File: src/sv/sprite_skip_literal_rle_encoder_assert.svh
// assertion macros shared by the encoder rtl
// no dependencies; define ASSERT_OFF to compile the checks away
`ifndef SPRITE_SKIP_LITERAL_RLE_ENCODER_ASSERT_SVH
`define SPRITE_SKIP_LITERAL_RLE_ENCODER_ASSERT_SVH
`ifndef ASSERT_OFF
`define SSLRE_ASSERT(label, clk, rst_n, prop) \
    label: assert property (@(posedge clk) disable iff (!rst_n) (prop)) \
        else $error("sslre assertion failed");
`define SSLRE_ASSERT_ALWAYS(label, clk, prop) \
    label: assert property (@(posedge clk) (prop)) \
        else $error("sslre assertion failed");
`else
`define SSLRE_ASSERT(label, clk, rst_n, prop)
`define SSLRE_ASSERT_ALWAYS(label, clk, prop)
`endif
`endif

File: src/sv/sslre_pkg.sv
// types and constants of the skip/literal run-length encoder
// used by every module of the block but the ram; no dependencies
package sslre_pkg;

    localparam int LIT_AW     = 8;
    localparam int RAM_AW     = LIT_AW + 1;
    localparam int RAM_DEPTH  = 1 << RAM_AW;
    localparam int CMD_DEPTH  = 2;
    localparam int CMD_AW     = $clog2(CMD_DEPTH);

    localparam logic [3:0] FULL_BYTES = 4'd8;
    localparam logic [3:0] HALF_BYTES = 4'd4;

    typedef struct packed {
        logic [7:0] pixel;
        logic       last_pixel;
    } t_pixel_in;

    typedef struct packed {
        logic [63:0] packed_bytes;
        logic [3:0]  valid_bytes;
        logic        end_of_picture;
    } t_word_out;

    // one record for the back end: counts, literal bank, picture end
    typedef struct packed {
        logic [7:0]        skip;
        logic [LIT_AW-1:0] lit;
        logic              bank;
        logic              eop;
    } t_cmd;

    typedef struct packed {
        logic vld;
        logic bank;
    } t_bank_free;

    typedef enum logic [2:0] {
        BK_IDLE,
        BK_SKIP,
        BK_COUNT,
        BK_DATA,
        BK_PAD
    } t_back_state;

endpackage

File: src/sv/sslre_back.sv
// back end: writes each record byte by byte into 64-bit words, pads the picture end
// depends on sslre_pkg and the assertion header
`include "sprite_skip_literal_rle_encoder_assert.svh"

module sslre_back (
    input  logic                         i_clk,
    input  logic                         i_rst_n,
    input  logic                         i_empty,
    output logic                         o_pop,
    input  sslre_pkg::t_cmd              i_cmd,
    output logic [sslre_pkg::RAM_AW-1:0] o_rd_addr,
    input  logic [7:0]                   i_rd_data,
    output sslre_pkg::t_bank_free        o_free,
    output logic                         o_out_valid,
    input  logic                         i_out_stall,
    output sslre_pkg::t_word_out         o_out_data
);

    sslre_pkg::t_back_state        r_state, n_state;
    sslre_pkg::t_cmd               r_cmd, n_cmd;
    logic [sslre_pkg::LIT_AW-1:0]  r_idx, n_idx;
    logic [55:0]                   r_pack, n_pack;
    logic [2:0]                    r_fill, n_fill;
    logic                          r_out_valid, n_out_valid;
    sslre_pkg::t_word_out          r_out, n_out;

    logic       out_free, step, last_of_rec, tail, final_byte, emit;
    logic [3:0] fill_next;
    logic [7:0] cur_byte;

    assign out_free    = !r_out_valid || !i_out_stall;
    assign step        = (r_state != sslre_pkg::BK_IDLE) && out_free;
    assign last_of_rec = ((r_state == sslre_pkg::BK_COUNT) && (r_cmd.lit == '0))
                      || ((r_state == sslre_pkg::BK_DATA) && (r_idx == r_cmd.lit - 1'b1));
    assign tail        = last_of_rec || (r_state == sslre_pkg::BK_PAD);
    assign fill_next   = {1'b0, r_fill} + 4'd1;
    // picture ends once the stream length reaches a multiple of four bytes
    assign final_byte  = r_cmd.eop && tail && (fill_next[1:0] == 2'b00);
    assign emit        = step && ((r_fill == 3'd7) || final_byte);

    always_comb begin
        n_state = r_state;
        unique case (r_state)
            sslre_pkg::BK_IDLE: begin
                if (!i_empty) begin
                    n_state = sslre_pkg::BK_SKIP;
                end
            end
            sslre_pkg::BK_SKIP: begin
                if (step) begin
                    n_state = sslre_pkg::BK_COUNT;
                end
            end
            sslre_pkg::BK_COUNT, sslre_pkg::BK_DATA, sslre_pkg::BK_PAD: begin
                if (step) begin
                    if (tail) begin
                        if (!r_cmd.eop || final_byte) begin
                            n_state = sslre_pkg::BK_IDLE;
                        end else begin
                            n_state = sslre_pkg::BK_PAD;
                        end
                    end else begin
                        n_state = sslre_pkg::BK_DATA;
                    end
                end
            end
            default: n_state = sslre_pkg::BK_IDLE;
        endcase
    end

    always_comb begin
        o_pop = (r_state == sslre_pkg::BK_IDLE) && !i_empty;
        n_cmd = o_pop ? i_cmd : r_cmd;

        n_idx = r_idx;
        if (step && (r_state == sslre_pkg::BK_COUNT)) begin
            n_idx = '0;
        end else if (step && (r_state == sslre_pkg::BK_DATA)) begin
            n_idx = r_idx + 1'b1;
        end
        // read one ahead so the registered data matches r_idx
        o_rd_addr = {r_cmd.bank, n_idx};

        unique case (r_state)
            sslre_pkg::BK_SKIP:  cur_byte = r_cmd.skip;
            sslre_pkg::BK_COUNT: cur_byte = r_cmd.lit;
            sslre_pkg::BK_DATA:  cur_byte = i_rd_data;
            default:             cur_byte = 8'd0;
        endcase

        n_pack = r_pack;
        n_fill = r_fill;
        if (step) begin
            n_pack = {r_pack[47:0], cur_byte};
            n_fill = ((r_fill == 3'd7) || final_byte) ? 3'd0 : fill_next[2:0];
        end

        n_out = r_out;
        if (r_fill == 3'd7) begin
            n_out.packed_bytes   = {r_pack, cur_byte};
            n_out.valid_bytes    = sslre_pkg::FULL_BYTES;
            n_out.end_of_picture = final_byte;
        end else begin
            n_out.packed_bytes   = {r_pack[23:0], cur_byte, 32'd0};
            n_out.valid_bytes    = sslre_pkg::HALF_BYTES;
            n_out.end_of_picture = 1'b1;
        end
        if (!emit) begin
            n_out = r_out;
        end

        n_out_valid = r_out_valid;
        if (emit) begin
            n_out_valid = 1'b1;
        end else if (!i_out_stall) begin
            n_out_valid = 1'b0;
        end

        o_free.vld  = step && (r_state == sslre_pkg::BK_DATA) && last_of_rec;
        o_free.bank = r_cmd.bank;
    end

    always_ff @(posedge i_clk) begin
        if (!i_rst_n) begin
            r_state     <= sslre_pkg::BK_IDLE;
            r_fill      <= 3'd0;
            r_out_valid <= 1'b0;
        end else begin
            r_state     <= n_state;
            r_fill      <= n_fill;
            r_out_valid <= n_out_valid;
        end
        r_cmd  <= n_cmd;
        r_idx  <= n_idx;
        r_pack <= n_pack;
        r_out  <= n_out;
    end

    assign o_out_valid = r_out_valid;
    assign o_out_data  = r_out;

    `SSLRE_ASSERT(a_pad_needs_eop, i_clk, i_rst_n, (r_state == sslre_pkg::BK_PAD) |-> r_cmd.eop)
    `SSLRE_ASSERT(a_free_from_data, i_clk, i_rst_n, o_free.vld |-> ((r_state == sslre_pkg::BK_DATA) && (r_cmd.lit != '0)))
    `SSLRE_ASSERT(a_short_only_at_end, i_clk, i_rst_n, (r_out_valid && (r_out.valid_bytes != sslre_pkg::FULL_BYTES)) |-> r_out.end_of_picture)

endmodule

File: config.mk
export PLATFORM = sky130hd
export DESIGN_NAME = sslre_back
export DESIGN_NICKNAME = d
export VERILOG_FILES = /design/src/sv/sslre_pkg.sv /design/src/sv/sslre_back.sv
export VERILOG_INCLUDE_DIRS = /design/src /design/src/sv
export SDC_FILE = /design/constraint.sdc
export NUM_CORES = 1
export LEC_CHECK = 0
export ABC_AREA = 0
export BUFFER_PORTS_ARGS = -buffer_cell sky130_fd_sc_hd__clkbuf_2
export CORE_MARGIN = 2
export CORE_UTILIZATION = 59
export CTS_CLUSTER_DIAMETER = 60
export DETAILED_ROUTE_END_ITERATION = 8
export PLACE_DENSITY = 0.89
export SETUP_SLACK_MARGIN = 0.2
export SLEW_MARGIN = 20
export SYNTH_ARGS = -nofsm -noshare
export SYNTH_HDL_FRONTEND = slang
export SYNTH_SLANG_ARGS = --single-unit
File: constraint.sdc
create_clock -name i_clk -period 15.8 [get_ports i_clk]
set_clock_uncertainty 0.1 [all_clocks]
set_input_delay 3.16 -clock i_clk [delete_from_list [all_inputs] [get_ports i_clk]]
set_output_delay 3.16 -clock i_clk [all_outputs]
set_load 0.02 [all_outputs]
Word level (Yosys, flattened, before mapping)
Index checks and enable logic that the tools add are counted.
{"block": "totals", "output_inout_bits": 82, "register_bits": 158, "input_bits": 30, "word_cells": 64}
{"block": "op_classes", "eq_ne": 10, "add_sub_neg": 3, "mux": 13, "reduce_logical": 25}
{"cell": "$mux 69", "n": 1}
{"cell": "$pmux 8 s3", "n": 1}
{"cell": "$mux 3", "n": 6}
{"cell": "$mux 8", "n": 2}
{"cell": "$logic_and 1x1->1", "n": 10}
{"cell": "$pmux 3 s3", "n": 1}
{"cell": "$add 8x1->8 const B", "n": 1}
{"cell": "$eq 8x8->1", "n": 1}
{"cell": "$logic_not 8->1", "n": 1}
{"cell": "$sub 8x1->8 const B", "n": 1}
{"cell": "$eq 3x2->1 const B", "n": 2}
{"cell": "$eq 3x3->1 const B", "n": 2}
{"cell": "$ne 2x2->1 const B", "n": 3}
{"cell": "$logic_or 1x1->1", "n": 5}
{"cell": "$logic_not 1->1", "n": 4}
{"cell": "$add 3x1->3 const B", "n": 1}
{"cell": "$eq 3x1->1 const B", "n": 1}
{"cell": "$logic_not 3->1", "n": 1}
{"cell": "$reduce_and 3->1", "n": 1}
{"cell": "$reduce_bool 3->1", "n": 1}
{"cell": "$reduce_or 3->1", "n": 1}
{"cell": "$logic_not 2->1", "n": 1}
{"cell": "$mux 1", "n": 2}
{"cell": "$ne 2x1->1 const B", "n": 1}

Logic depth before layout (Yosys ltp)
Gate-level depths: netlist (run 1).
{"block": "depth", "ltp_word": 12, "mapped_depth": 8, "mapped_depth_nobuf": 8}

Worst setup path after synthesis (run 1)
Ideal clock, no wire load.
{"block": "synth_path", "path_type": "input to output", "from": "input port i_empty", "to": "output port o_pop", "stages": 1, "arrival_ps": 5467, "t_required_ps": 12540, "slack_ps": 7073, "cell_sequence": "nor4_1"}
{"block": "synth_via", "elab_chain_cells": 2}
{"element": "start, declared", "line": "sslre_back.sv:8", "text": "input logic i_empty,"}
{"element": "$logic_not 1->1", "line": "sslre_back.sv:72", "text": "o_pop = (r_state == sslre_pkg::BK_IDLE) && !i_empty;"}
{"element": "$logic_and 1x1->1", "line": "sslre_back.sv:72"}
{"element": "end, declared", "line": "sslre_back.sv:9", "text": "output logic o_pop,"}
No other way between the ends.

Final worst setup path (run 1)
{"block": "layout_path", "from": "input port i_out_stall", "to": "output port o_rd_addr[5] (netlist bit)"}
{"block": "layout_via", "elab_chain_cells": 6, "elab_cells_between_ends": 7, "cone_classes": "mux: 2; reduce/logical: 5"}
{"element": "start, declared", "line": "sslre_back.sv:15", "text": "input logic i_out_stall,"}
{"element": "$logic_not 1->1 (*)"}
{"element": "$logic_or 1x1->1 (*)", "line": "sslre_back.sv:31", "text": "assign out_free = !r_out_valid || !i_out_stall;"}
{"element": "$logic_and 1x1->1 (*)", "line": "sslre_back.sv:32", "text": "assign step = (r_state != sslre_pkg::BK_IDLE) && out_free;"}
{"element": "$logic_and 1x1->1", "line": "sslre_back.sv:78", "text": "end else if (step && (r_state == sslre_pkg::BK_DATA)) begin"}
{"element": "$mux 8", "line": "sslre_back.sv:78"}
{"element": "$mux 8 (*)", "line": "sslre_back.sv:76", "text": "if (step && (r_state == sslre_pkg::BK_COUNT)) begin"}
{"element": "end, declared", "line": "sslre_back.sv:11", "text": "output logic [sslre_pkg::RAM_AW-1:0] o_rd_addr,"}
Mark *: on every way between the ends. The rest lies on a longest branch, timed or not.

==> results of run 1 <==
==> cells in the final DEF (no fill, tap or decap), types with 7 or more instances in the layout <==
cell type / instances
dfxtp_1: 15
clkbuf_16: 16
edfxtp_1: 141
o21ai_0: 7
nand2_1: 23
nor3_1: 17
a22oi_1: 8
and2_1: 25
clkbuf_2: 109
nand3_1: 8
mux2_2: 32
o31ai_1: 8
nor2_1: 17
==> synthesized netlist by cell type, types with 6 or more instances <==
cell	number	area [µm²]
o31ai_1	9	67.6
a22oi_1	8	60.1
clkbuf_1	16	60.1
nor3_1	17	85.1
nand3_1	8	40.0
nor2_1	17	63.8
and2_1	25	156
inv_1	6	22.5
o21ai_0	7	35.0
dfxtp_1	15	300
nand2_1	23	86.3
edfxtp_1	141	4230
a21oi_1	6	30.0
mux2_2	32	360
==> final timing paths <==
check / to / depth (start not counted) / startpoint / slack (ns)
setup / recovery: o_rd_addr[5] / 7 / i_out_stall / 7.94
setup reg to reg: o_out_data[6] / 7 / r_state[1] / 12.38
hold reg to reg: r_pack[32] / 0 / r_pack[24] / 0.35
hold / removal: r_pack[32] / 0 / r_pack[24] / 0.35
==> kinds of logic (layout without fill, tap and decap cells) <==
group	Yosys count	count (layout)	synth area share [%]
XOR/XNOR	9	9	1.50
buffers and inverters	32	153	2.23
flip-flops	156	156	73.3
other	1	2	0.0606
AND/OR/NAND/NOR	111	111	9.41
adder cells (fa/ha/maj)	5	5	1.01
AO/OA/AOI/OAI	54	54	6.33
multiplexers	34	34	6.15
==> metrics by stage <==
step / instance area, µm² / total power [mW]
detailed placement: 6850 / 0.586
finish: 7440 / 0.968
global placement: 6850 / 0.578
global route: 7440 / 0.998
floorplan: 6190 / 0.560
CTS: 7430 / 0.972
==> sequential cells by signal, summed over array words and instances (netlist names) <==
register / count
o_out_data: 67
r_pack: 56
r_cmd: 17
r_idx: 8
r_fill: 3
r_state: 3
o_free: 1
o_out_valid: 1
==> area by class of cell <==
cell class | instances | area (µm²)
timing repair buffer | 114 | 583
fill | 637 | 2790
multi-input combinational | 215 | 1540
tap | 136 | 170
clock inverter | 15 | 168
clock buffer | 17 | 414
sequential | 156 | 4530
inverter | 7 | 26.3
==> critical path: cells and delay by family <==
kind            cells  cell delay [ns]
compound gates      2             0.35
buf+inv             2             0.33
simple gates        3             0.76
==> routing by layer <==
| layer | track usage (%) | part of all wire [%] | routed length [µm] |
|---|---|---|---|
| met1 | 30.3 | 41 | 4920 |
| met5 | 0 | 0 | 0 |
| met3 | 5.40 | 7.1 | 862 |
| met4 | 9.49 | 2.9 | 345 |
| met2 | 34.7 | 49 | 5960 |
==> where the power goes <==
group | total, mW | switching, mW | internal [mW]
Combinational | 0.0670 | 0.0406 | 0.0264
Sequential | 0.513 | 0.0252 | 0.488
Clock | 0.387 | 0.183 | 0.204
Total | 0.968 | 0.249 | 0.719
==> load_flow_metrics.sql, run 1 <==
INSERT INTO impl_metrics (metric_group, metric, value, unit) VALUES
('logic_synthesis', 'seq_area_frac_synth', '73.3', '%'),
('logic_synthesis', 'synth_edf_count', '141', ''),
('sta', 'fmaxAchievable', '0.127', 'GHz'),
('clock_tree', 'tritoncts.num_buffers', '17', ''),
('clock_tree', 'cts_tree', 'built', ''),
('power_and_ir_drop', 'power.ir.vdd_worst', '0.0846', 'mV'),
('sta', 'final.setup.tns', '0', 'ns'),
('critical_path', 'cp_max_fo', '13', ''),
('logic_synthesis', 'main_flop_type_after_synthesis', 'edfxtp_1', ''),
('logic_synthesis', 'synth_area_per_cell', '15.4', 'µm²'),
('sta', 'maxSlewHeadroom', '38.5', '%'),
('logic_synthesis', 'synth_warnings', '0', ''),
('detailed_routing', 'drt_first_iter_violations', '306', ''),
('hold_path', 'hp-class', 'flip-flop to flip-flop', ''),
('clock_tree', 'cts_setup_buffers', '0', ''),
('critical_path', 'crit_arrival', '4.60', 'ns'),
('clock_tree', 'cts_htree_levels', '4', ''),
('final_layout', 'diodes', '0', ''),
('sta', 'final_max_slew_viol_count', '0', ''),
('sta', 'worst_hold_slack', '0.352', 'ns'),
('critical_path', 'timing_worst_setup_path_type', 'input pin to primary output', ''),
('outcome', 'run_status', 'complete, no violations', ''),
('global_route', 'grt_start_max_net_pins', '68', ''),
('floorplanning', 'num_rows', '37', ''),
('logic_synthesis', 'yosys_register_bits', '156', ''),
('detailed_routing', 'detail_route.drc_violations', '0', ''),
('critical_path', 'worst-endpoint-required', '12.54', 'ns'),
('global_route', 'grt_pass1_wl', '18900', 'µm'),
('final_layout', 'final_net_count', '546', ''),
('floorplanning', 'num_io_pins', '112', ''),
('detailed_routing', 'drt_wl_total', '12100', 'µm'),
('sta', 'period_needed', '7.86', 'ns'),
('critical_path', 'endpoint_kind', 'primary output', ''),
('power_and_ir_drop', 'power.static_leakage', '2.75', 'nW'),
('sta', 'final_min_period_over_clock_period', '49.8', '%'),
('sta', 'tightestPinTransition', '0.921', 'ns'),
('clock_tree', 'clock_sink_count', '156', ''),
('global_route', 'overall_routing_resource_usage', '22.3', '%'),
('global_route', 'gr-total-overflow', '0', ''),
('sta', 'timing.final.hold_violations', '0', ''),
('final_layout', 'synthToLayoutAreaGrowth', '20.3', '%'),
('logic_synthesis', 'count_of_mapped_cells_out_of_synthesis', '402', ''),
('global_route', 'vias_in_the_first_global_route', '3645', ''),
('detailed_routing', 'vias', '3791', ''),
('logic_synthesis', 'ys_types', '48', ''),
('clock_tree', 'clockRootBuffer', 'clkbuf_8', ''),
('power_and_ir_drop', 'pwr_dens', '130', 'nW/µm²'),
('placement', 'dp_slack', '8.04', 'ns'),
('floorplanning', 'floorplan.initialDensity', '60.5', '%'),
('clock_tree', 'cts.hold.buffers_added', '0', ''),
('critical_path', 'cp_cell_sequence', 'clkbuf_2 -> nand2_1 -> nand2_1 -> nor3_1 -> o21ai_0 -> o21ai_0 -> clkbuf_2', ''),
('detailed_routing', 'antenna_violating_nets_post_route', '0', ''),
('detailed_routing', 'wire_per_inst', '18.3', 'µm'),
('placement', 'placed_cells', '628', ''),
('floorplanning', 'die_y', '106', 'µm'),
('critical_path', 'max_stage_delay', '0.32', 'ns'),
('logic_synthesis', 'synth_async_sr_flop_share', '0', '%'),
('critical_path', 'worst_setup_path_start_kind', 'input pin', ''),
('global_route', 'antenna_violations_before_repair', '0', ''),
('floorplanning', 'die_width', '106', 'µm'),
('clock_tree', 'ctsResizeCount', '0', ''),
('placement', 'port_buffers', '109', ''),
('sta', 'timing.final.setup_violations', '0', ''),
('detailed_routing', 'drt_pre_antenna_iters', '5', ''),
('clock_tree', 'maximum_count_of_clock_buffers_along_a_single_path', '2', ''),
('sta', 'grt_setup_unrepaired', 'no', ''),
('final_layout', 'layout-drive-gt1-share', '35.9', '%'),
('clock_tree', 'clk_pin_slew', '0.07', 'ns'),
('logic_synthesis', 'mappedNetlistArea', '6180', 'µm²'),
('placement', 'place_congestion', '0.824', ''),
('clock_tree', 'clkLatencyLatePin', '0.51', 'ns'),
('floorplanning', 'design.die.area', '11300', 'µm²'),
('final_layout', 'finalCoreUtilization', '72.7', '%'),
('run', 'max_cap_viol_count', '0', ''),
('sta', 'worst_slack', '7.94', 'ns'),
('final_layout', 'post_layout_nonfiller_instances', '660', ''),
('critical_path', 'slowest_stage', 'nand2_1', ''),
('placement', 'place_hpwl', '7680', 'µm'),
('floorplanning', 'placeableCoreArea', '10200', 'µm²'),
('detailed_routing', 'vias_cell', '5.74', '');
Note: power is estimated with default switching activity, not from simulation.
==> run 2: changes to the inputs <==
--- a/config.mk
+++ b/config.mk
@@ -9,10 +9,10 @@
 export ABC_AREA = 0
 export BUFFER_PORTS_ARGS = -buffer_cell sky130_fd_sc_hd__clkbuf_2
 export CORE_MARGIN = 2
-export CORE_UTILIZATION = 59
+export CORE_UTILIZATION = 55
 export CTS_CLUSTER_DIAMETER = 60
 export DETAILED_ROUTE_END_ITERATION = 8
-export PLACE_DENSITY = 0.89
+export PLACE_DENSITY = 0.84
 export SETUP_SLACK_MARGIN = 0.2
 export SLEW_MARGIN = 20
 export SYNTH_ARGS = -nofsm -noshare
==> constraint.sdc (replaced) <==
create_clock -name i_clk -period 7.4 [get_ports i_clk]
set_clock_uncertainty 0.1 [all_clocks]
set_input_delay 1.48 -clock i_clk [delete_from_list [all_inputs] [get_ports i_clk]]
set_output_delay 1.48 -clock i_clk [all_outputs]
set_load 0.02 [all_outputs]
==> run 2 against run 1 <==
Final area grew 0.20%; core utilization shrank 4.2 points; worst setup slack lost 4.9 ns; via count shrank 2.6%; die area grew 7.0%; cell count grew 0.45%; non-clock buffer count is the same; clock power grew 120%; critical path type unchanged; largest cell class unchanged.
==> load_flow_metrics.sql, run 2 (synthesis gave the netlist of run 1 again) <==
INSERT INTO impl_metrics (metric_group, metric, value, unit) VALUES
('outcome', 'run_status', 'complete, no violations', ''),
('clock_tree', 'maximum_count_of_clock_buffers_along_a_single_path', '2', ''),
('critical_path', 'cp_cell_sequence', 'clkbuf_2 -> nand2_1 -> nand2_1 -> nor3_1 -> a21o_1 -> a22o_1 -> clkbuf_2', ''),
('critical_path', 'endpoint_kind', 'primary output', ''),
('critical_path', 'timing_worst_setup_path_type', 'input pin to primary output', ''),
('power_and_ir_drop', 'power_frac_clock', '41.4', '%'),
('sta', 'timing.final.hold_violations', '0', ''),
('floorplanning', 'design.die.area', '12100', 'µm²'),
('power_and_ir_drop', 'switching_power', '0.481', 'mW'),
('clock_tree', 'cts.hold.buffers_added', '0', ''),
('placement', 'placed_cells', '632', ''),
('global_route', 'grt_pass1_wl', '17500', 'µm'),
('sta', 'grt_setup_unrepaired', 'no', ''),
('floorplanning', 'floorplan.initialDensity', '56.8', '%'),
('power_and_ir_drop', 'power.ir.vdd_worst', '0.153', 'mV'),
('final_layout', 'post_layout_nonfiller_instances', '663', ''),
('detailed_routing', 'drt_pre_antenna_iters', '5', ''),
('clock_tree', 'clk_pin_slew', '0.06', 'ns'),
('placement', 'port_buffers', '109', ''),
('clock_tree', 'clock_sink_count', '156', ''),
('final_layout', 'final_common_cell', 'edfxtp_1', ''),
('critical_path', 'cpLargestDelayFamily', 'simple AND/OR/NAND/NOR gates', ''),
('global_route', 'gr-total-overflow', '0', ''),
('sta', 'final.setup.tns', '0', 'ns'),
('global_route', 'antenna_violations_before_repair', '0', ''),
('detailed_routing', 'vias', '3691', ''),
('critical_path', 'worst-endpoint-required', '5.82', 'ns'),
('detailed_routing', 'drt_wl_total', '11400', 'µm'),
('clock_tree', 'clockRootBuffer', 'clkbuf_8', ''),
('critical_path', 'cp_max_fo', '13', ''),
('floorplanning', 'die_y', '110', 'µm'),
('floorplanning', 'placeableCoreArea', '10900', 'µm²'),
('power_and_ir_drop', 'intPower', '1.62', 'mW'),
('global_route', 'overall_routing_resource_usage', '19.7', '%'),
('power_and_ir_drop', 'net_sw_share', '22.9', '%'),
('sta', 'final_max_slew_viol_count', '0', ''),
('power_and_ir_drop', 'power.static_leakage', '2.76', 'nW'),
('sta', 'final_min_period_over_clock_period', '59.3', '%'),
('floorplanning', 'die_width', '110', 'µm'),
('placement', 'place_congestion', '0.789', ''),
('detailed_routing', 'wire_per_inst', '17.1', 'µm'),
('power_and_ir_drop', 'pwr_dens', '282', 'nW/µm²'),
('critical_path', 'crit_arrival', '2.81', 'ns'),
('clock_tree', 'cts_setup_buffers', '0', ''),
('floorplanning', 'num_rows', '38', ''),
('global_route', 'grt_start_max_net_pins', '69', ''),
('placement', 'place_hpwl', '7400', 'µm'),
('final_layout', 'fillers', '713', ''),
('hold_path', 'hp-class', 'flip-flop to flip-flop', ''),
('sta', 'tightestPinTransition', '1.06', 'ns'),
('final_layout', 'final_net_count', '546', ''),
('critical_path', 'worstPathBufferInverterCount', '2', ''),
('global_route', 'vias_in_the_first_global_route', '3515', ''),
('clock_tree', 'cts_htree_levels', '4', ''),
('clock_tree', 'cts_tree', 'built', ''),
('sta', 'maxSlewHeadroom', '28.7', '%'),
('detailed_routing', 'drt_first_iter_violations', '197', ''),
('clock_tree', 'tritoncts.num_buffers', '17', ''),
('detailed_routing', 'vias_cell', '5.57', ''),
('final_layout', 'largest_reg_flops', '67', ''),
('critical_path', 'worst_setup_path_start_kind', 'input pin', ''),
('sta', 'fmaxAchievable', '0.228', 'GHz'),
('final_layout', 'diodes', '0', ''),
('detailed_routing', 'antenna_violating_nets_post_route', '0', ''),
('critical_path', 'slowest_stage', 'nand2_1', ''),
('critical_path', 'rrSetupSlack', '3.97', 'ns'),
('clock_tree', 'clkLatencyLatePin', '0.52', 'ns'),
('final_layout', 'layout-drive-gt1-share', '35.6', '%'),
('sta', 'period_needed', '4.39', 'ns'),
('critical_path', 'max_stage_delay', '0.32', 'ns'),
('detailed_routing', 'detail_route.drc_violations', '0', ''),
('final_layout', 'synthToLayoutAreaGrowth', '20.5', '%'),
('sta', 'timing.final.setup_violations', '0', ''),
('power_and_ir_drop', 'power_frac_comb', '6.6', '%'),
('clock_tree', 'ctsResizeCount', '0', ''),
('floorplanning', 'num_io_pins', '112', ''),
('power_and_ir_drop', 'sequentialPowerShare', '52.0', '%'),
('final_layout', 'mostFrequentLayoutCells', '141 x edfxtp_1, 109 x clkbuf_2, 32 x mux2_2', ''),
('run', 'max_cap_viol_count', '0', '');
## run 2: metrics by stage
| stage | hold WS, ns | worst slack [ns] | area (µm²) | total power, mW | utilization [%] |
|---|---|---|---|---|---|
| 3_3_place_gp | 0.321 | 3.14 | 6860 | 1.23 | 63.0 |
| 6_report | 0.343 | 3.01 | 7450 | 2.10 | 68.4 |
| 5_1_grt | 0.342 | 2.84 | 7450 | 2.17 | 68.4 |
| 2_1_floorplan | 0.320 | 1.71 | 6190 | 1.19 | - |
| 4_1_cts | 0.339 | 3.01 | 7450 | 2.12 | 68.4 |
| 3_5_place_dp | 0.327 | 3.07 | 6860 | 1.25 | 63.0 |
## run 2: power groups by stage
| stage | logic [mW] | registers (mW) | clock network [mW] |
|---|---|---|---|
| finish | 0.139 | 1.09 | 0.869 |
| floorplan | 0.109 | 1.09 | 0 |
| global route | 0.153 | 1.10 | 0.921 |
| detailed placement | 0.138 | 1.11 | 0 |
| global placement | 0.133 | 1.10 | 0 |
| CTS | 0.139 | 1.09 | 0.886 |
## run 2: cell type report
cell class | count | area (µm²) | area share, %
clock buffer | 17 | 414 | 5.56
clock inverter | 14 | 183 | 2.45
inverter | 7 | 26.3 | 0.353
multi-input combinational | 215 | 1540 | 20.6
sequential | 156 | 4530 | 60.8
tap | 140 | 175 | 2.35
timing repair buffer | 114 | 583 | 7.82
## run 2: path summary, 6_finish.rpt
path                                  start              to  cells past startpoint
worst max register to register     r_cmd[2]  o_out_data[44]                      8
worst min register to register   r_pack[33]      r_pack[41]                      0
worst min-delay path             r_pack[33]      r_pack[41]                      0
worst max-delay path            i_out_stall    o_rd_addr[7]                      7
## run 2: metal layers
metal	track usage, %	up-vias	routed length (µm)
met4	7.50	0	153
met1	25.7	1779	4760
met2	30.9	163	5630
met3	6.47	16	825
li1	-	1733	-
met5	0	-	0
## run 2: worst register-to-register path: cells and delay by family (launching register included)
kind                     cells  cell delay, ns
buffers and inverters        2            0.76
adder cells (fa/ha/maj)      1            0.28
flip-flops                   1            0.48
AND/OR/NAND/NOR              2            0.63
AO/OA/AOI/OAI                3            0.75
==> run 3: changes to the inputs <==
--- a/config.mk
+++ b/config.mk
@@ -9,10 +9,10 @@
 export ABC_AREA = 0
 export BUFFER_PORTS_ARGS = -buffer_cell sky130_fd_sc_hd__clkbuf_2
 export CORE_MARGIN = 2
-export CORE_UTILIZATION = 55
+export CORE_UTILIZATION = 50
 export CTS_CLUSTER_DIAMETER = 60
 export DETAILED_ROUTE_END_ITERATION = 8
-export PLACE_DENSITY = 0.84
+export PLACE_DENSITY = 0.81
 export SETUP_SLACK_MARGIN = 0.2
 export SLEW_MARGIN = 20
 export SYNTH_ARGS = -nofsm -noshare
==> constraint.sdc (replaced) <==
create_clock -name i_clk -period 3.9 [get_ports i_clk]
set_clock_uncertainty 0.1 [all_clocks]
set_input_delay 0.78 -clock i_clk [delete_from_list [all_inputs] [get_ports i_clk]]
set_output_delay 0.78 -clock i_clk [all_outputs]
set_load 0.02 [all_outputs]
==> run 3 against run 2 <==
Flip-flop and latch count did not move; sequential share of layout area fell by 0.52 points; final area rose by 0.86%; clock power rose by 81%; wire length fell by 2.4%; sequential power rose by 90%; critical path depth did not move; first-iteration DRC count rose by 45%; combinational power rose by 100%; worst hold slack improved by 0.0023 ns; non-clock buffer count rose by 3; critical path type is now flip-flop to primary output.
==> load_flow_metrics.sql, run 3 (synthesis gave the netlist of run 1 again) <==
INSERT INTO impl_metrics (metric_group, metric, value, unit) VALUES
('outcome', 'run_status', 'complete, no violations', ''),
('hold_path', 'hp-class', 'flip-flop to flip-flop', ''),
('floorplanning', 'floorplan.initialDensity', '51.3', '%'),
('sta', 'fmaxAchievable', '0.284', 'GHz'),
('detailed_routing', 'drt_pre_antenna_iters', '5', ''),
('power_and_ir_drop', 'switching_power', '0.884', 'mW'),
('critical_path', 'timing_worst_setup_path_type', 'flip-flop to primary output', ''),
('critical_path', 'worst_setup_path_start_kind', 'flip-flop', ''),
('power_and_ir_drop', 'net_sw_share', '22.6', '%'),
('power_and_ir_drop', 'power_frac_clock', '40.1', '%'),
('critical_path', 'worst-endpoint-required', '3.02', 'ns'),
('sta', 'timing.final.hold_violations', '0', ''),
('final_layout', 'post_layout_nonfiller_instances', '694', ''),
('global_route', 'grt_start_max_net_pins', '68', ''),
('final_layout', 'final_common_cell', 'edfxtp_1', ''),
('detailed_routing', 'routed.top_layer', 'met4', ''),
('sta', 'final_max_slew_viol_count', '0', ''),
('sta', 'tightestPinTransition', '0.993', 'ns'),
('detailed_routing', 'antenna_violating_nets_post_route', '0', ''),
('clock_tree', 'cts_tree', 'built', ''),
('detailed_routing', 'detail_route.drc_violations', '0', ''),
('detailed_routing', 'wire_per_inst', '16.0', 'µm'),
('detailed_routing', 'vias', '3698', ''),
('sta', 'final_min_period_over_clock_period', '90.3', '%'),
('clock_tree', 'clk_pin_slew', '0.06', 'ns'),
('sta', 'final.setup.tns', '0', 'ns'),
('clock_tree', 'clkLatencyLatePin', '0.42', 'ns'),
('clock_tree', 'clock_sink_count', '156', ''),
('floorplanning', 'die_width', '115', 'µm'),
('floorplanning', 'die_y', '115', 'µm'),
('sta', 'timing.final.setup_violations', '0', ''),
('final_layout', 'fillers', '874', ''),
('power_and_ir_drop', 'power.static_leakage', '2.76', 'nW'),
('critical_path', 'crit_arrival', '2.64', 'ns'),
('run', 'max_cap_viol_count', '0', ''),
('detailed_routing', 'drt_wl_total', '11100', 'µm'),
('power_and_ir_drop', 'power_frac_comb', '7.1', '%'),
('clock_tree', 'cts_htree_levels', '4', ''),
('power_and_ir_drop', 'pwr_dens', '521', 'nW/µm²'),
('global_route', 'grt_pass1_wl', '16800', 'µm'),
('floorplanning', 'placeableCoreArea', '12100', 'µm²'),
('power_and_ir_drop', 'sequentialPowerShare', '52.8', '%'),
('power_and_ir_drop', 'power.ir.vdd_worst', '0.268', 'mV'),
('global_route', 'vias_in_the_first_global_route', '3426', ''),
('critical_path', 'endpoint_kind', 'primary output', ''),
('detailed_routing', 'drt_first_iter_violations', '285', ''),
('sta', 'maxSlewHeadroom', '33.2', '%'),
('power_and_ir_drop', 'intPower', '3.03', 'mW'),
('clock_tree', 'maximum_count_of_clock_buffers_along_a_single_path', '2', ''),
('placement', 'place_congestion', '0.858', ''),
('sta', 'period_needed', '3.52', 'ns'),
('final_layout', 'diodes', '0', ''),
('final_layout', 'final_net_count', '549', ''),
('clock_tree', 'clockRootBuffer', 'clkbuf_16', ''),
('global_route', 'overall_routing_resource_usage', '17.1', '%'),
('floorplanning', 'num_rows', '40', ''),
('global_route', 'antenna_violations_before_repair', '0', ''),
('floorplanning', 'num_io_pins', '112', ''),
('final_layout', 'layout-drive-gt1-share', '36.1', '%'),
('sta', 'grt_setup_unrepaired', 'no', ''),
('critical_path', 'cp_max_fo', '17', ''),
('placement', 'placed_cells', '662', ''),
('detailed_routing', 'met2_wirelength', '5170', 'µm'),
('placement', 'port_buffers', '109', ''),
('final_layout', 'largest_reg_flops', '67', ''),
('final_layout', 'synthToLayoutAreaGrowth', '21.5', '%'),
('clock_tree', 'tritoncts.num_buffers', '17', ''),
('global_route', 'gr-total-overflow', '0', ''),
('detailed_routing', 'route.layer.met1.wl', '4850', 'µm'),
('detailed_routing', 'met3_routed_wirelength', '850', 'µm'),
('floorplanning', 'design.die.area', '13300', 'µm²'),
('detailed_routing', 'vias_cell', '5.33', ''),
('placement', 'place_hpwl', '7390', 'µm'),
('final_layout', 'mostFrequentLayoutCells', '141 x edfxtp_1, 109 x clkbuf_2, 32 x mux2_2', '');
==> run 3: worst paths after layout <==
path / from / endpoint / slack, ns / depth (start not counted)
setup / recovery: r_state[1] / o_free[1] / 0.38 / 7
hold / removal: r_pack[39] / r_pack[47] / 0.35 / 0
setup reg to reg: r_state[1] / o_out_data[49] / 0.89 / 7
hold reg to reg: r_pack[39] / r_pack[47] / 0.35 / 0
==> run 3: stage by stage <==
stage | worst slack (ns) | area (µm²) | hold slack (ns) | power [mW] | utilization [%]
4_1_cts | 0.311 | 7500 | 0.344 | 3.94 | 62.2
6_report | 0.380 | 7520 | 0.346 | 3.92 | 62.3
3_5_place_dp | 0.792 | 6930 | 0.328 | 2.37 | 57.4
5_1_grt | 0.216 | 7520 | 0.355 | 4.06 | 62.3
3_3_place_gp | 0.911 | 6930 | 0.322 | 2.35 | 57.4
2_1_floorplan | 0.428 | 6210 | 0.320 | 2.27 | -
==> run 3: power by group through the flow <==
stage / Clock, mW / Combinational (mW) / Sequential [mW]
after global routing: 1.67 / 0.306 / 2.08
after CTS: 1.60 / 0.275 / 2.07
after global placement: 0 / 0.263 / 2.09
final: 1.57 / 0.278 / 2.07
after detailed placement: 0 / 0.273 / 2.10
after floorplan: 0 / 0.208 / 2.06
==> run 3: area by class of cell <==
class,instances,area [µm²],share of cell area (%)
tap,168,210,2.80
clock buffer,18,429,5.71
clock inverter,13,144,1.91
multi-input combinational,215,1550,20.7
inverter,7,26.3,0.350
sequential,156,4530,60.3
timing repair buffer,117,618,8.22
==> run 3: per-layer routing <==
layer | up-vias | global-route usage [%]
li1 | 1741 | -
met1 | 1747 | 22.8
met2 | 189 | 25.2
met3 | 21 | 5.64
met4 | 0 | 8.59
met5 | - | 0
==> run 3: what timing repair did <==
| item | CTS | global route |
|---|---|---|
| setup buffers | 0 | 1 |
| resized for setup | 0 | 2 |
| hold buffers | 0 | 0 |
| setup endpoints to repair | 0 | 1 |
==> run 3: critical path, stage by stage (launching register included) <==
cell      delay (ns)
dfxtp_1         0.75
nor2b_1         0.28
nand4_1         0.11
a311oi_1        0.30
o311a_2         0.31
o21a_1          0.18
nor2b_1         0.13
clkbuf_2        0.17
